<file path="src/design/gdd_pkg.sv">
package gdd_pkg;

	localparam int YEAR_W  = 14;
	localparam int MONTH_W = 4;
	localparam int DAY_W   = 5;
	localparam int COUNT_W = 22;

	// day numbers of years up to 16383 (plus the 400-year bias) fit in 23 bits
	localparam int DNUM_W = 23;

	localparam logic [COUNT_W-1:0] COUNT_MAX = {COUNT_W{1'b1}};

	// floor(y / 100) as (y * RECIP_100) >> RECIP_SHIFT, exact for y below 2^15
	localparam int RECIP_SHIFT = 21;
	localparam logic [YEAR_W:0] RECIP_100 = 15'd20972;
	localparam int PROD_W = 29;
	localparam int Q_W    = 8;
	localparam int R_W    = 7;

	localparam logic [YEAR_W:0] YEAR_BIAS = 15'd399;

	typedef struct packed {
		logic [YEAR_W-1:0]  start_year;
		logic [MONTH_W-1:0] start_month;
		logic [DAY_W-1:0]   start_day;
		logic [YEAR_W-1:0]  end_year;
		logic [MONTH_W-1:0] end_month;
		logic [DAY_W-1:0]   end_day;
	} in_item_t;

	typedef struct packed {
		logic [COUNT_W-1:0] day_count;
		logic               date_error;
	} out_item_t;

	typedef struct packed {
		logic [YEAR_W-1:0]  year;
		logic [MONTH_W-1:0] month;
		logic [DAY_W-1:0]   day;
	} date_t;

	// load enables of the three date stages
	typedef struct packed {
		logic s1;
		logic s2;
		logic s3;
	} stage_en_t;

	function automatic logic [DAY_W-1:0] month_len(input logic [MONTH_W-1:0] m,
		input logic leap);
		logic [DAY_W-1:0] len;
		begin
			case (m)
				4'd2: begin
					len = leap ? 5'd29 : 5'd28;
				end
				4'd4, 4'd6, 4'd9, 4'd11: begin
					len = 5'd30;
				end
				default: begin
					len = 5'd31;
				end
			endcase
			return len;
		end
	endfunction

	function automatic logic [8:0] days_before(input logic [MONTH_W-1:0] m);
		logic [8:0] n;
		begin
			case (m)
				4'd2:    n = 9'd31;
				4'd3:    n = 9'd59;
				4'd4:    n = 9'd90;
				4'd5:    n = 9'd120;
				4'd6:    n = 9'd151;
				4'd7:    n = 9'd181;
				4'd8:    n = 9'd212;
				4'd9:    n = 9'd243;
				4'd10:   n = 9'd273;
				4'd11:   n = 9'd304;
				4'd12:   n = 9'd334;
				default: n = 9'd0;
			endcase
			return n;
		end
	endfunction

endpackage

</file>
<file path="src/design/gdd_day_number.sv">
module gdd_day_number
	import gdd_pkg::*;
(
	input  logic              clk,
	input  stage_en_t         en,
	input  date_t             date,
	output logic [DNUM_W-1:0] dnum_s3,
	output logic              ok_s3
);

	// stage 1: reciprocal product for the century quotient
	logic [YEAR_W-1:0]  year_s1;
	logic [MONTH_W-1:0] month_s1;
	logic [DAY_W-1:0]   day_s1;
	logic [PROD_W-1:0]  prod_s1;

	// stage 2: quotient, remainder, leap year and validity
	logic [YEAR_W-1:0]  year_s2;
	logic [MONTH_W-1:0] month_s2;
	logic [DAY_W-1:0]   day_s2;
	logic [Q_W-1:0]     q_s2;
	logic [R_W-1:0]     r_s2;
	logic               leap_s2;
	logic               ok_s2;

	logic [Q_W-1:0]    q;
	logic [YEAR_W-1:0] hund;
	logic [YEAR_W-1:0] rem_full;
	logic [R_W-1:0]    r;
	logic              leap;
	logic              ok;

	logic [DNUM_W-1:0] yb;
	logic [DNUM_W-1:0] div100;
	logic [DNUM_W-1:0] div400;
	logic [DNUM_W-1:0] dnum;

	always_ff @(posedge clk) begin
		if (en.s1) begin
			year_s1  <= date.year;
			month_s1 <= date.month;
			day_s1   <= date.day;
			prod_s1  <= PROD_W'(date.year) * PROD_W'(RECIP_100);
		end
	end

	always_comb begin
		q        = prod_s1[RECIP_SHIFT +: Q_W];
		hund     = YEAR_W'(q) * YEAR_W'(100);
		rem_full = year_s1 - hund;
		r        = rem_full[R_W-1:0];
		// divisible by 400 exactly when the century remainder is 0 and the century count is a multiple of 4
		leap     = (year_s1[1:0] == 2'd0 && r != '0) || (r == '0 && q[1:0] == 2'd0);
		ok       = (month_s1 inside {[4'd1:4'd12]}) && day_s1 != '0
			&& day_s1 <= month_len(month_s1, leap);
	end

	always_ff @(posedge clk) begin
		if (en.s2) begin
			year_s2  <= year_s1;
			month_s2 <= month_s1;
			day_s2   <= day_s1;
			q_s2     <= q;
			r_s2     <= r;
			leap_s2  <= leap;
			ok_s2    <= ok;
		end
	end

	// with y = 100q + r: (y + 399) / 100 = q + 3, plus 1 when r is not 0,
	// and (y + 399) / 400 = q / 4, plus 1 when y is not a multiple of 400
	always_comb begin
		yb     = DNUM_W'(year_s2) + DNUM_W'(YEAR_BIAS);
		div100 = DNUM_W'(q_s2) + ((r_s2 == '0) ? DNUM_W'(3) : DNUM_W'(4));
		div400 = DNUM_W'(q_s2 >> 2)
			+ DNUM_W'((q_s2[1:0] != 2'd0) || (r_s2 != '0));
		dnum   = yb * DNUM_W'(365) + (yb >> 2) - div100 + div400
			+ DNUM_W'(days_before(month_s2))
			+ DNUM_W'(leap_s2 && month_s2 > 4'd2)
			+ DNUM_W'(day_s2);
	end

	always_ff @(posedge clk) begin
		if (en.s3) begin
			dnum_s3 <= dnum;
			ok_s3   <= ok_s2;
		end
	end

endmodule

</file>
<file path="src/design/gdd_count.sv">
module gdd_count
	import gdd_pkg::*;
(
	input  logic              clk,
	input  logic              en,
	input  logic [DNUM_W-1:0] start_dnum,
	input  logic              start_ok,
	input  logic [DNUM_W-1:0] end_dnum,
	input  logic              end_ok,
	output out_item_t         data_s4
);

	logic [DNUM_W-1:0] diff;
	out_item_t         nxt;

	always_comb begin
		diff = end_dnum - start_dnum;
		nxt.date_error = !(start_ok && end_ok);
		if (nxt.date_error || end_dnum <= start_dnum) begin
			nxt.day_count = '0;
		end else if (diff > DNUM_W'(COUNT_MAX)) begin
			nxt.day_count = COUNT_MAX;
		end else begin
			nxt.day_count = diff[COUNT_W-1:0];
		end
	end

	always_ff @(posedge clk) begin
		if (en) begin
			data_s4 <= nxt;
		end
	end

endmodule

</file>
<file path="src/design/gregorian_day_difference.sv">
// Days between two proleptic Gregorian dates. Each date becomes a day
// number in closed form (365 per year plus leap days, month offset and
// day), and the start's number is taken from the end's; the count is 0
// when the end is not after the start, and 0 with date_error set when
// either date has a bad month or a day that is 0 or beyond its month.
// A date pair is taken every cycle while the output is not stalled, and
// its result passes four register stages: one for the reciprocal
// multiply that yields the century quotient, one for the leap-year and
// validity checks, one for the day number sum and one for the subtraction
// and saturation. A stall on the output holds the whole pipe; a pipe
// bubble is filled while stalled.
module gregorian_day_difference
	import gdd_pkg::*;
(
	input  logic      clk,
	input  logic      arst_n,
	input  logic      in_valid,
	output logic      in_ready,
	input  in_item_t  in_data,
	output logic      out_valid,
	input  logic      out_ready,
	output out_item_t out_data
);

	logic v_s1, v_s2, v_s3, v_s4;
	logic rdy1, rdy2, rdy3, rdy4;

	stage_en_t en;
	date_t     start_date;
	date_t     end_date;

	logic [DNUM_W-1:0] start_dnum_s3;
	logic [DNUM_W-1:0] end_dnum_s3;
	logic              start_ok_s3;
	logic              end_ok_s3;

	// a stage loads when it is empty or its content moves on
	assign rdy4 = !v_s4 || out_ready;
	assign rdy3 = !v_s3 || rdy4;
	assign rdy2 = !v_s2 || rdy3;
	assign rdy1 = !v_s1 || rdy2;

	assign in_ready  = rdy1;
	assign out_valid = v_s4;

	assign en.s1 = rdy1 && in_valid;
	assign en.s2 = rdy2 && v_s1;
	assign en.s3 = rdy3 && v_s2;

	always_ff @(posedge clk or negedge arst_n) begin
		if (!arst_n) begin
			v_s1 <= 1'b0;
			v_s2 <= 1'b0;
			v_s3 <= 1'b0;
			v_s4 <= 1'b0;
		end else begin
			if (rdy1) v_s1 <= in_valid;
			if (rdy2) v_s2 <= v_s1;
			if (rdy3) v_s3 <= v_s2;
			if (rdy4) v_s4 <= v_s3;
		end
	end

	assign start_date = '{year: in_data.start_year, month: in_data.start_month,
		day: in_data.start_day};
	assign end_date = '{year: in_data.end_year, month: in_data.end_month,
		day: in_data.end_day};

	gdd_day_number u_start (
		.clk     (clk),
		.en      (en),
		.date    (start_date),
		.dnum_s3 (start_dnum_s3),
		.ok_s3   (start_ok_s3)
	);

	gdd_day_number u_end (
		.clk     (clk),
		.en      (en),
		.date    (end_date),
		.dnum_s3 (end_dnum_s3),
		.ok_s3   (end_ok_s3)
	);

	gdd_count u_count (
		.clk        (clk),
		.en         (rdy4 && v_s3),
		.start_dnum (start_dnum_s3),
		.start_ok   (start_ok_s3),
		.end_dnum   (end_dnum_s3),
		.end_ok     (end_ok_s3),
		.data_s4    (out_data)
	);

endmodule

</file>
<file path="config.mk">
export PLATFORM = sky130hd
export DESIGN_NAME = gregorian_day_difference
export DESIGN_NICKNAME = d
export VERILOG_FILES = /design/src/design/gdd_pkg.sv /design/src/design/gdd_day_number.sv /design/src/design/gdd_count.sv /design/src/design/gregorian_day_difference.sv
export SDC_FILE = /design/constraint.sdc
export NUM_CORES = 1
export LEC_CHECK = 0
export BUFFER_PORTS_ARGS = -buffer_cell sky130_fd_sc_hd__buf_2
export CORE_MARGIN = 3
export CORE_UTILIZATION = 40
export DETAILED_ROUTE_END_ITERATION = 10
export PLACE_DENSITY = 0.63
export SLEW_MARGIN = 25
export SYNTH_ARGS = -nofsm -noshare
export SYNTH_HDL_FRONTEND = slang
export SYNTH_SLANG_ARGS = --single-unit
</file>
<file path="constraint.sdc">
create_clock -name clk -period 8.8 [get_ports clk]
set_clock_uncertainty 0.2 [all_clocks]
set_input_delay 1.76 -clock clk [delete_from_list [all_inputs] [get_ports clk]]
set_output_delay 1.76 -clock clk [all_outputs]
set_load 0.01 [all_outputs]
</file>
Word-level counts from Yosys, hierarchy flattened
Memories as Yosys holds them, arrays and structs flattened. A register that Yosys moved wholly into a read port is not among the register bits.
Cells that the tools add are included.
- flip-flop bits (word level): 255
- word-level logic and storage cells: 139
- input bits: 50
- ROM bits: 288
- memories kept: 2
- memories (memory ; depth ; bits a word ; rd ports ; clocked after Yosys merged registers in ; wr ports ; line ; RTL):
    (no name shown) ; 16 ; 9 ; 1 ; 1 ; 0 ; gdd_pkg.sv:71 ; case (m)
    (no name shown) ; 16 ; 9 ; 1 ; 1 ; 0 ; gdd_pkg.sv:71 ;
- $mul: 6
- order comparisons: 10
- add/subtract/negate cells: 21
- equal/unequal tests: 10
- reduce and logical (&&, ||, !) cells: 49
- multiplexer cells: 9
- operators with widths (operator ; number):
    subtractor 23 bit ; 3
    multiplier 14 x 13 -> 27 bit (second input constant) ; 2
    adder 23 x 1 -> 23 bit ; 2
    adder 23 x 21 -> 23 bit ; 2
    adder 23 bit ; 2
    adder 23 x 5 -> 23 bit ; 2
    adder 23 x 9 -> 23 bit ; 2
    adder 8 x 23 -> 23 bit ; 2
    multiplier 23 x 9 -> 23 bit (second input constant) ; 2
    adder 14 x 9 -> 15 bit (second input constant) ; 2
    zero test 7 bit ; 4
    nonzero test 7 bit ; 4
    greater-than comparator 23 x 22 -> 1 bit (second input constant) ; 1
    <= comparator 23 bit ; 1
    2-to-1 mux 22 bit ; 1
    case mux 5 bit (2 select lines) ; 2
    logical AND 1 bit ; 17
    equality test 4 x 3 -> 1 bit (second input constant) ; 4
    equality test 4 bit (second input constant) ; 4
    multiplier 8 x 5 -> 5 bit (second input constant) ; 2
    adder 6 x 1 -> 7 bit ; 2
    subtractor 7 bit ; 2
    <= comparator 5 bit ; 2
    nonzero test 5 bit ; 2
    12 further kinds ; 36

Depth between registers and ports, before layout
- depth after elaboration: 9
- gate-level depth with buffers: 29
- gate-level depth less buffers: 29

Cells and area by module
Synthesis repeated with hierarchy kept, for this count alone.
- cell total of the unflattened synthesis: 2422
- area total of the unflattened synthesis: 26241.4 µm²
- modules (own cells, without submodules) (module ; area an instance (µm²) ; times used ; cells each):
    gdd_day_number (u_end) ; 11967.7 ; 1 ; 1082
    gdd_day_number (u_start) ; 11871.4 ; 1 ; 1069
    gdd_count ; 2218.4 ; 1 ; 255
    gregorian_day_difference ; 183.9 ; 1 ; 16

Worst setup path after synthesis
Ideal clock, no wire load.
- path kind: flip-flop to flip-flop
- start: register u_end.r_s2[0]
- end: register u_end.dnum_s3[15], data pin
- setup time: 259 ps
- data arrival time: 7001 ps
- buffers on the path: 0
- clock period less this slack: 7460 ps
- stages on the path, launching flop included: 27
- setup slack: 1340 ps
- cell sequence: edfxtp_1 inv_1 ha_1 inv_1 or3_1 or3_1 ha_1 ha_1 nand2_1 xnor2_1 fa_1 inv_1 fa_1 fa_1 fa_1 fa_1 fa_1 inv_1 ha_1 a21oi_1 nor2b_1 a311oi_1 nor3_1 or4_1 a31o_1 a21oi_1 xnor2_1
- longest elaborated chain between the ends: 8
- ends and longest elaborated chain (what ; line ; RTL):
    start, declared ; gdd_day_number.sv:22 ; logic [R_W-1:0] r_s2;
    start signal, assigned ; gdd_day_number.sv:64 ; r_s2 <= r;
    zero test 7 bit ; gdd_day_number.sv:74 ; div100 = DNUM_W'(q_s2) + ((r_s2 == '0) ? DNUM_W'(3) : DNUM_W'(4));
    2-to-1 mux 3 bit ; gdd_day_number.sv:74 ;
    adder 8 x 23 -> 23 bit ; gdd_day_number.sv:74 ;
    subtractor 23 bit ; gdd_day_number.sv:77 ; dnum = yb * DNUM_W'(365) + (yb >> 2) - div100 + div400
    adder 23 bit (*) ; gdd_day_number.sv:77 ;
    adder 23 x 9 -> 23 bit (*) ; gdd_day_number.sv:78 ; + DNUM_W'(days_before(month_s2))
    adder 23 x 1 -> 23 bit (*) ; gdd_day_number.sv:79 ; + DNUM_W'(leap_s2 && month_s2 > 4'd2)
    adder 23 x 5 -> 23 bit (*) ; gdd_day_number.sv:80 ; + DNUM_W'(day_s2);
    named net u_end.dnum[15] ; gdd_day_number.sv:36 ; logic [DNUM_W-1:0] dnum;
    end signal, assigned ; gdd_day_number.sv:85 ; dnum_s3 <= dnum;
    end, declared ; gdd_day_number.sv:7 ; output logic [DNUM_W-1:0] dnum_s3,
The timed path passes the listed nets; every way through them passes the cells marked *.
A chain may end at the register's enable or synchronous reset.

Worst setup path after layout
- start: register u_start.r_s2[0]
- end: register u_start.dnum_s3[21], data pin
- longest elaborated chain between the ends: 8
- ends and longest elaborated chain (what ; line):
    start, declared ; gdd_day_number.sv:22
    start signal, assigned ; gdd_day_number.sv:64
    zero test 7 bit ; gdd_day_number.sv:74
    2-to-1 mux 3 bit ; gdd_day_number.sv:74
    adder 8 x 23 -> 23 bit ; gdd_day_number.sv:74
    subtractor 23 bit ; gdd_day_number.sv:77
    adder 23 bit (*) ; gdd_day_number.sv:77
    adder 23 x 9 -> 23 bit (*) ; gdd_day_number.sv:78
    adder 23 x 1 -> 23 bit (*) ; gdd_day_number.sv:79
    adder 23 x 5 -> 23 bit (*) ; gdd_day_number.sv:80
    named net u_start.dnum[21] ; gdd_day_number.sv:36
    end signal, assigned ; gdd_day_number.sv:85
    end, declared ; gdd_day_number.sv:7
Marks and branches as above.

==> flow_metrics.py <==
metrics = {
    "outcome": {
        "outcome": "completed",
    },
    "setup_path": {
        "reg2reg_to": "u_start.dnum_s3[21]$_DFFE_PP_",
        "crit_path_start_kind": "flop",
        "cp_max_fo": 5,
        "worstPathArrival_ns": 8.12,
        "crit_path_end_kind": "flop",
        "r2r-start": "u_start.r_s2[0]$_DFFE_PP_",
        "endpoint": "u_start.dnum_s3[21]$_DFFE_PP_",
        "cp.required_ns": 8.87,
        "r2r_slack_ns": 0.75,
        "critPathLaunch": "u_start.r_s2[0]$_DFFE_PP_",
        "ff2ff_path_depth": 27,
        "critical_path_class": "flop to flop",
    },
    "clock_network": {
        "h-tree-depth": 1,
        "cts_setup_buffers": 0,
        "clockRootBuffer": "clkbuf_16",
        "clk_latency_ns": 0.56,
        "cts_max_path_buffers": 3,
        "numCtsBuffers": 26,
        "cts_resized": 0,
        "clk_pin_slew_ns": 0.06,
        "cts_tree": "built",
        "cts_sinks": 231,
        "postCtsHoldBufs": 0,
    },
    "flow_run": {
        "maxCapViolations": 0,
    },
    "placed_design": {
        "dp_hpwl_um": 44600,
        "gp_congestion": 0.922,
        "portBuffers": 74,
    },
    "grt": {
        "antenna_found_initial": 1,
        "grt_usage_pct": 15.5,
        "grt_pass1_vias": 17600,
        "grt-ovfl-total": 0,
        "grt_max_degree": 63,
        "grt_pass1_wl_um": 86500,
    },
    "final_layout": {
        "fin_util_pct": 44.2,
        "nNetsFinal": 3359,
        "final_layout_size_suffix_gt1_share_pct": 5.77,
        "final.fill_count": 6151,
        "syn_to_final_growth_pct": 9.12,
        "antenna_cells": 0,
    },
    "die": {
        "die_x_um": 262,
        "core-area_mm2": 0.0647,
        "row_count": 93,
        "dieArea_mm2": 0.0687,
        "die_h_um": 262,
        "start_util_pct": 40.5,
        "pin_count": 75,
    },
    "synthesis": {
        "syn-num-nets": 3264,
        "synthesis.area_mm2": 0.0262,
        "avgSynthCellArea_um2": 10.9,
        "synth-main-ff-cell": "edfxtp_1",
        "yosysTopAreaCellShare_pct": 24.3,
        "synth_area_leaders": "fa_1 24%, edfxtp_1 24%, ha_1 23%",
        "synth_top_cell_by_area": "fa_1",
        "async_reset_ff_share_pct": 1.73,
        "netlist_instances": 2416,
        "synth_seq_area_share_pct": 25.7,
        "synth.distinct_cells": 70,
        "ys_seq_elements": 231,
        "synth_edf_count": 209,
        "yosys_warnings": 0,
    },
    "timing": {
        "worst_slew_pin_slew_ns": 0.841,
        "setup_violations": 0,
        "grt_setup_unrepaired": "false",
        "slew_viol_final": 0,
        "maxSlewHeadroom_pct": 42.3,
        "fmax_ghz": 0.124,
        "min_period_ns": 8.05,
        "period_share_pct": 91.5,
        "hold_viol_final": 0,
        "setup-tns-final_ns": 0,
    },
    "route": {
        "ant_nets": 0,
        "wl_per_cell_um": 15.0,
        "drtIter0Drc": 634,
        "routed_via_density": 4.75,
        "drc": 0,
        "firstDrtPassIters": 5,
        "dr_total_vias": 16100,
        "drt_wl_total_um": 50700,
    },
    "worst_hold_path": {
        "hold_class": "flop to flop",
    },
}
[cell families (layout without fill, tap and decap cells)]
kind of cell | count (synthesis) | in the layout | synth area share [%]
adder cells (fa/ha/maj) | 798 | 798 | 47.2
buffers and inverters | 697 | 812 | 10.0
AND/OR/NAND/NOR | 299 | 299 | 5.97
AO/OA/AOI/OAI | 257 | 257 | 6.54
flip-flops | 231 | 231 | 25.7
XOR/XNOR | 114 | 114 | 3.81
multiplexers | 20 | 20 | 0.782
[routing by layer]
metal	wire, um	vias to the layer above	global-route usage, %
met5	0	-	0
met4	1500	0	4.21
met3	1620	79	1.99
met2	23200	225	25.7
met1	24400	7770	21.5
li1	-	8024	-
[placed cells by master, fill, tap and decap left out, types with 5 or more instances in the layout]
cell / n
fa_1: 319
xor2_1: 35
bufinv_16: 7
nor2_1: 59
a21o_1: 24
o41ai_1: 5
clkinv_2: 5
nand2_1: 57
o21a_1: 26
dfxtp_1: 18
inv_1: 685
a21oi_1: 72
nand2b_1: 14
and2_1: 7
a211oi_1: 17
nor3b_1: 8
o21ai_0: 38
nand3b_1: 5
nor3_1: 26
edfxtp_1: 209
o211ai_1: 10
o31ai_1: 7
a31oi_1: 6
and3_1: 13
xnor2_1: 79
nor4_1: 7
nand3_1: 29
ha_1: 479
or2_2: 10
buf_2: 74
o21bai_1: 8
mux2i_1: 14
nand4_1: 13
clkbuf_16: 26
a311oi_1: 5
nor2b_1: 17
or3_1: 14
[final cells by class]
type / count / area [um^2] / share of cell area, %
inverters: 687 / 2580 / 9.01
flip-flops and latches: 231 / 6740 / 23.5
well taps: 855 / 1070 / 3.74
multi-input cells: 1488 / 16900 / 59.0
clock inverters: 18 / 302 / 1.05
repair buffers: 77 / 393 / 1.37
clock buffers: 30 / 666 / 2.33
[through the flow]
step	setup slack (ns)	hold WS [ns]	instance area, um^2	cells
6_report	0.752	0.218	28600	3386
5_1_grt	0.0881	0.225	28600	3386
4_1_cts	0.709	0.219	28600	3386
3_5_place_dp	0.748	0.205	27700	3338
3_3_place_gp	0.893	0.203	27600	3338
2_1_floorplan	1.34	0.200	26200	2416
[critical path, stage by stage, from the launching register on]
cell and delay [ns]:
edfxtp_1 0.48, inv_1 0.26, ha_1 0.28, nor4b_1 0.25
nand2_1 0.14, or3_1 0.34, ha_1 0.23, ha_1 0.22
nand2_1 0.08, xnor2_1 0.14, fa_1 0.47, fa_1 0.43
inv_1 0.09, fa_1 0.38, inv_1 0.09, fa_1 0.39
inv_1 0.08, fa_1 0.42, fa_1 0.44, ha_1 0.37
a21oi_1 0.18, o22ai_1 0.13, o41a_1 0.40, o21ai_1 0.22
o31ai_1 0.12, o41ai_1 0.52, mux2i_1 0.27, o2111ai_1 0.14
[synthesized netlist by cell type, types with 5 or more instances]
cell type,number
a211oi_1,17
a21o_1,24
a21oi_1,72
a311oi_1,5
a31oi_1,6
and2_1,9
and3_1,13
buf_2,5
dfxtp_1,18
edfxtp_1,209
fa_1,319
ha_1,479
inv_1,686
mux2i_1,16
nand2_1,57
nand2b_1,14
nand3_1,29
nand3b_1,5
nand4_1,13
nor2_1,59
nor2b_1,18
nor3_1,26
nor3b_1,8
nor4_1,7
o211ai_1,10
o21a_1,26
o21ai_0,38
o21bai_1,8
o31ai_1,7
o41ai_1,5
or2_2,10
or3_1,14
xnor2_1,79
xor2_1,35
[how the worst min path moves through the flow]
stage	startpoint	endpoint	slack, ns	cells past startpoint
finish	u_start.ok_s2$_DFFE_PP_	u_start.ok_s3$_DFFE_PP_	0.22	0
global route	u_end.prod_s1[26]$_DFFE_PP_	u_end.q_s2[5]$_DFFE_PP_	0.22	0
CTS	u_start.ok_s2$_DFFE_PP_	u_start.ok_s3$_DFFE_PP_	0.22	0
detailed placement	u_end.prod_s1[26]$_DFFE_PP_	u_end.q_s2[5]$_DFFE_PP_	0.20	0
global placement	u_start.prod_s1[27]$_DFFE_PP_	u_start.q_s2[6]$_DFFE_PP_	0.20	0
floorplan	u_end.ok_s2$_DFFE_PP_	u_end.ok_s3$_DFFE_PP_	0.20	0
[state kept, by name (all words and copies together), names as in the netlist, 7 cells and up, named ones only]
signal and cells:
u_count.data_s4 23, u_end.dnum_s3 23, u_end.prod_s1 8, u_end.q_s2 8, u_end.r_s2 7, u_end.year_s1 14
u_end.year_s2 12, u_start.dnum_s3 23, u_start.prod_s1 8, u_start.q_s2 8, u_start.r_s2 7, u_start.year_s1 14
u_start.year_s2 12
Power is left out: the tool's default activity adds up to more than one toggle a clock period on the data nets, which glitch-free logic cannot reach.
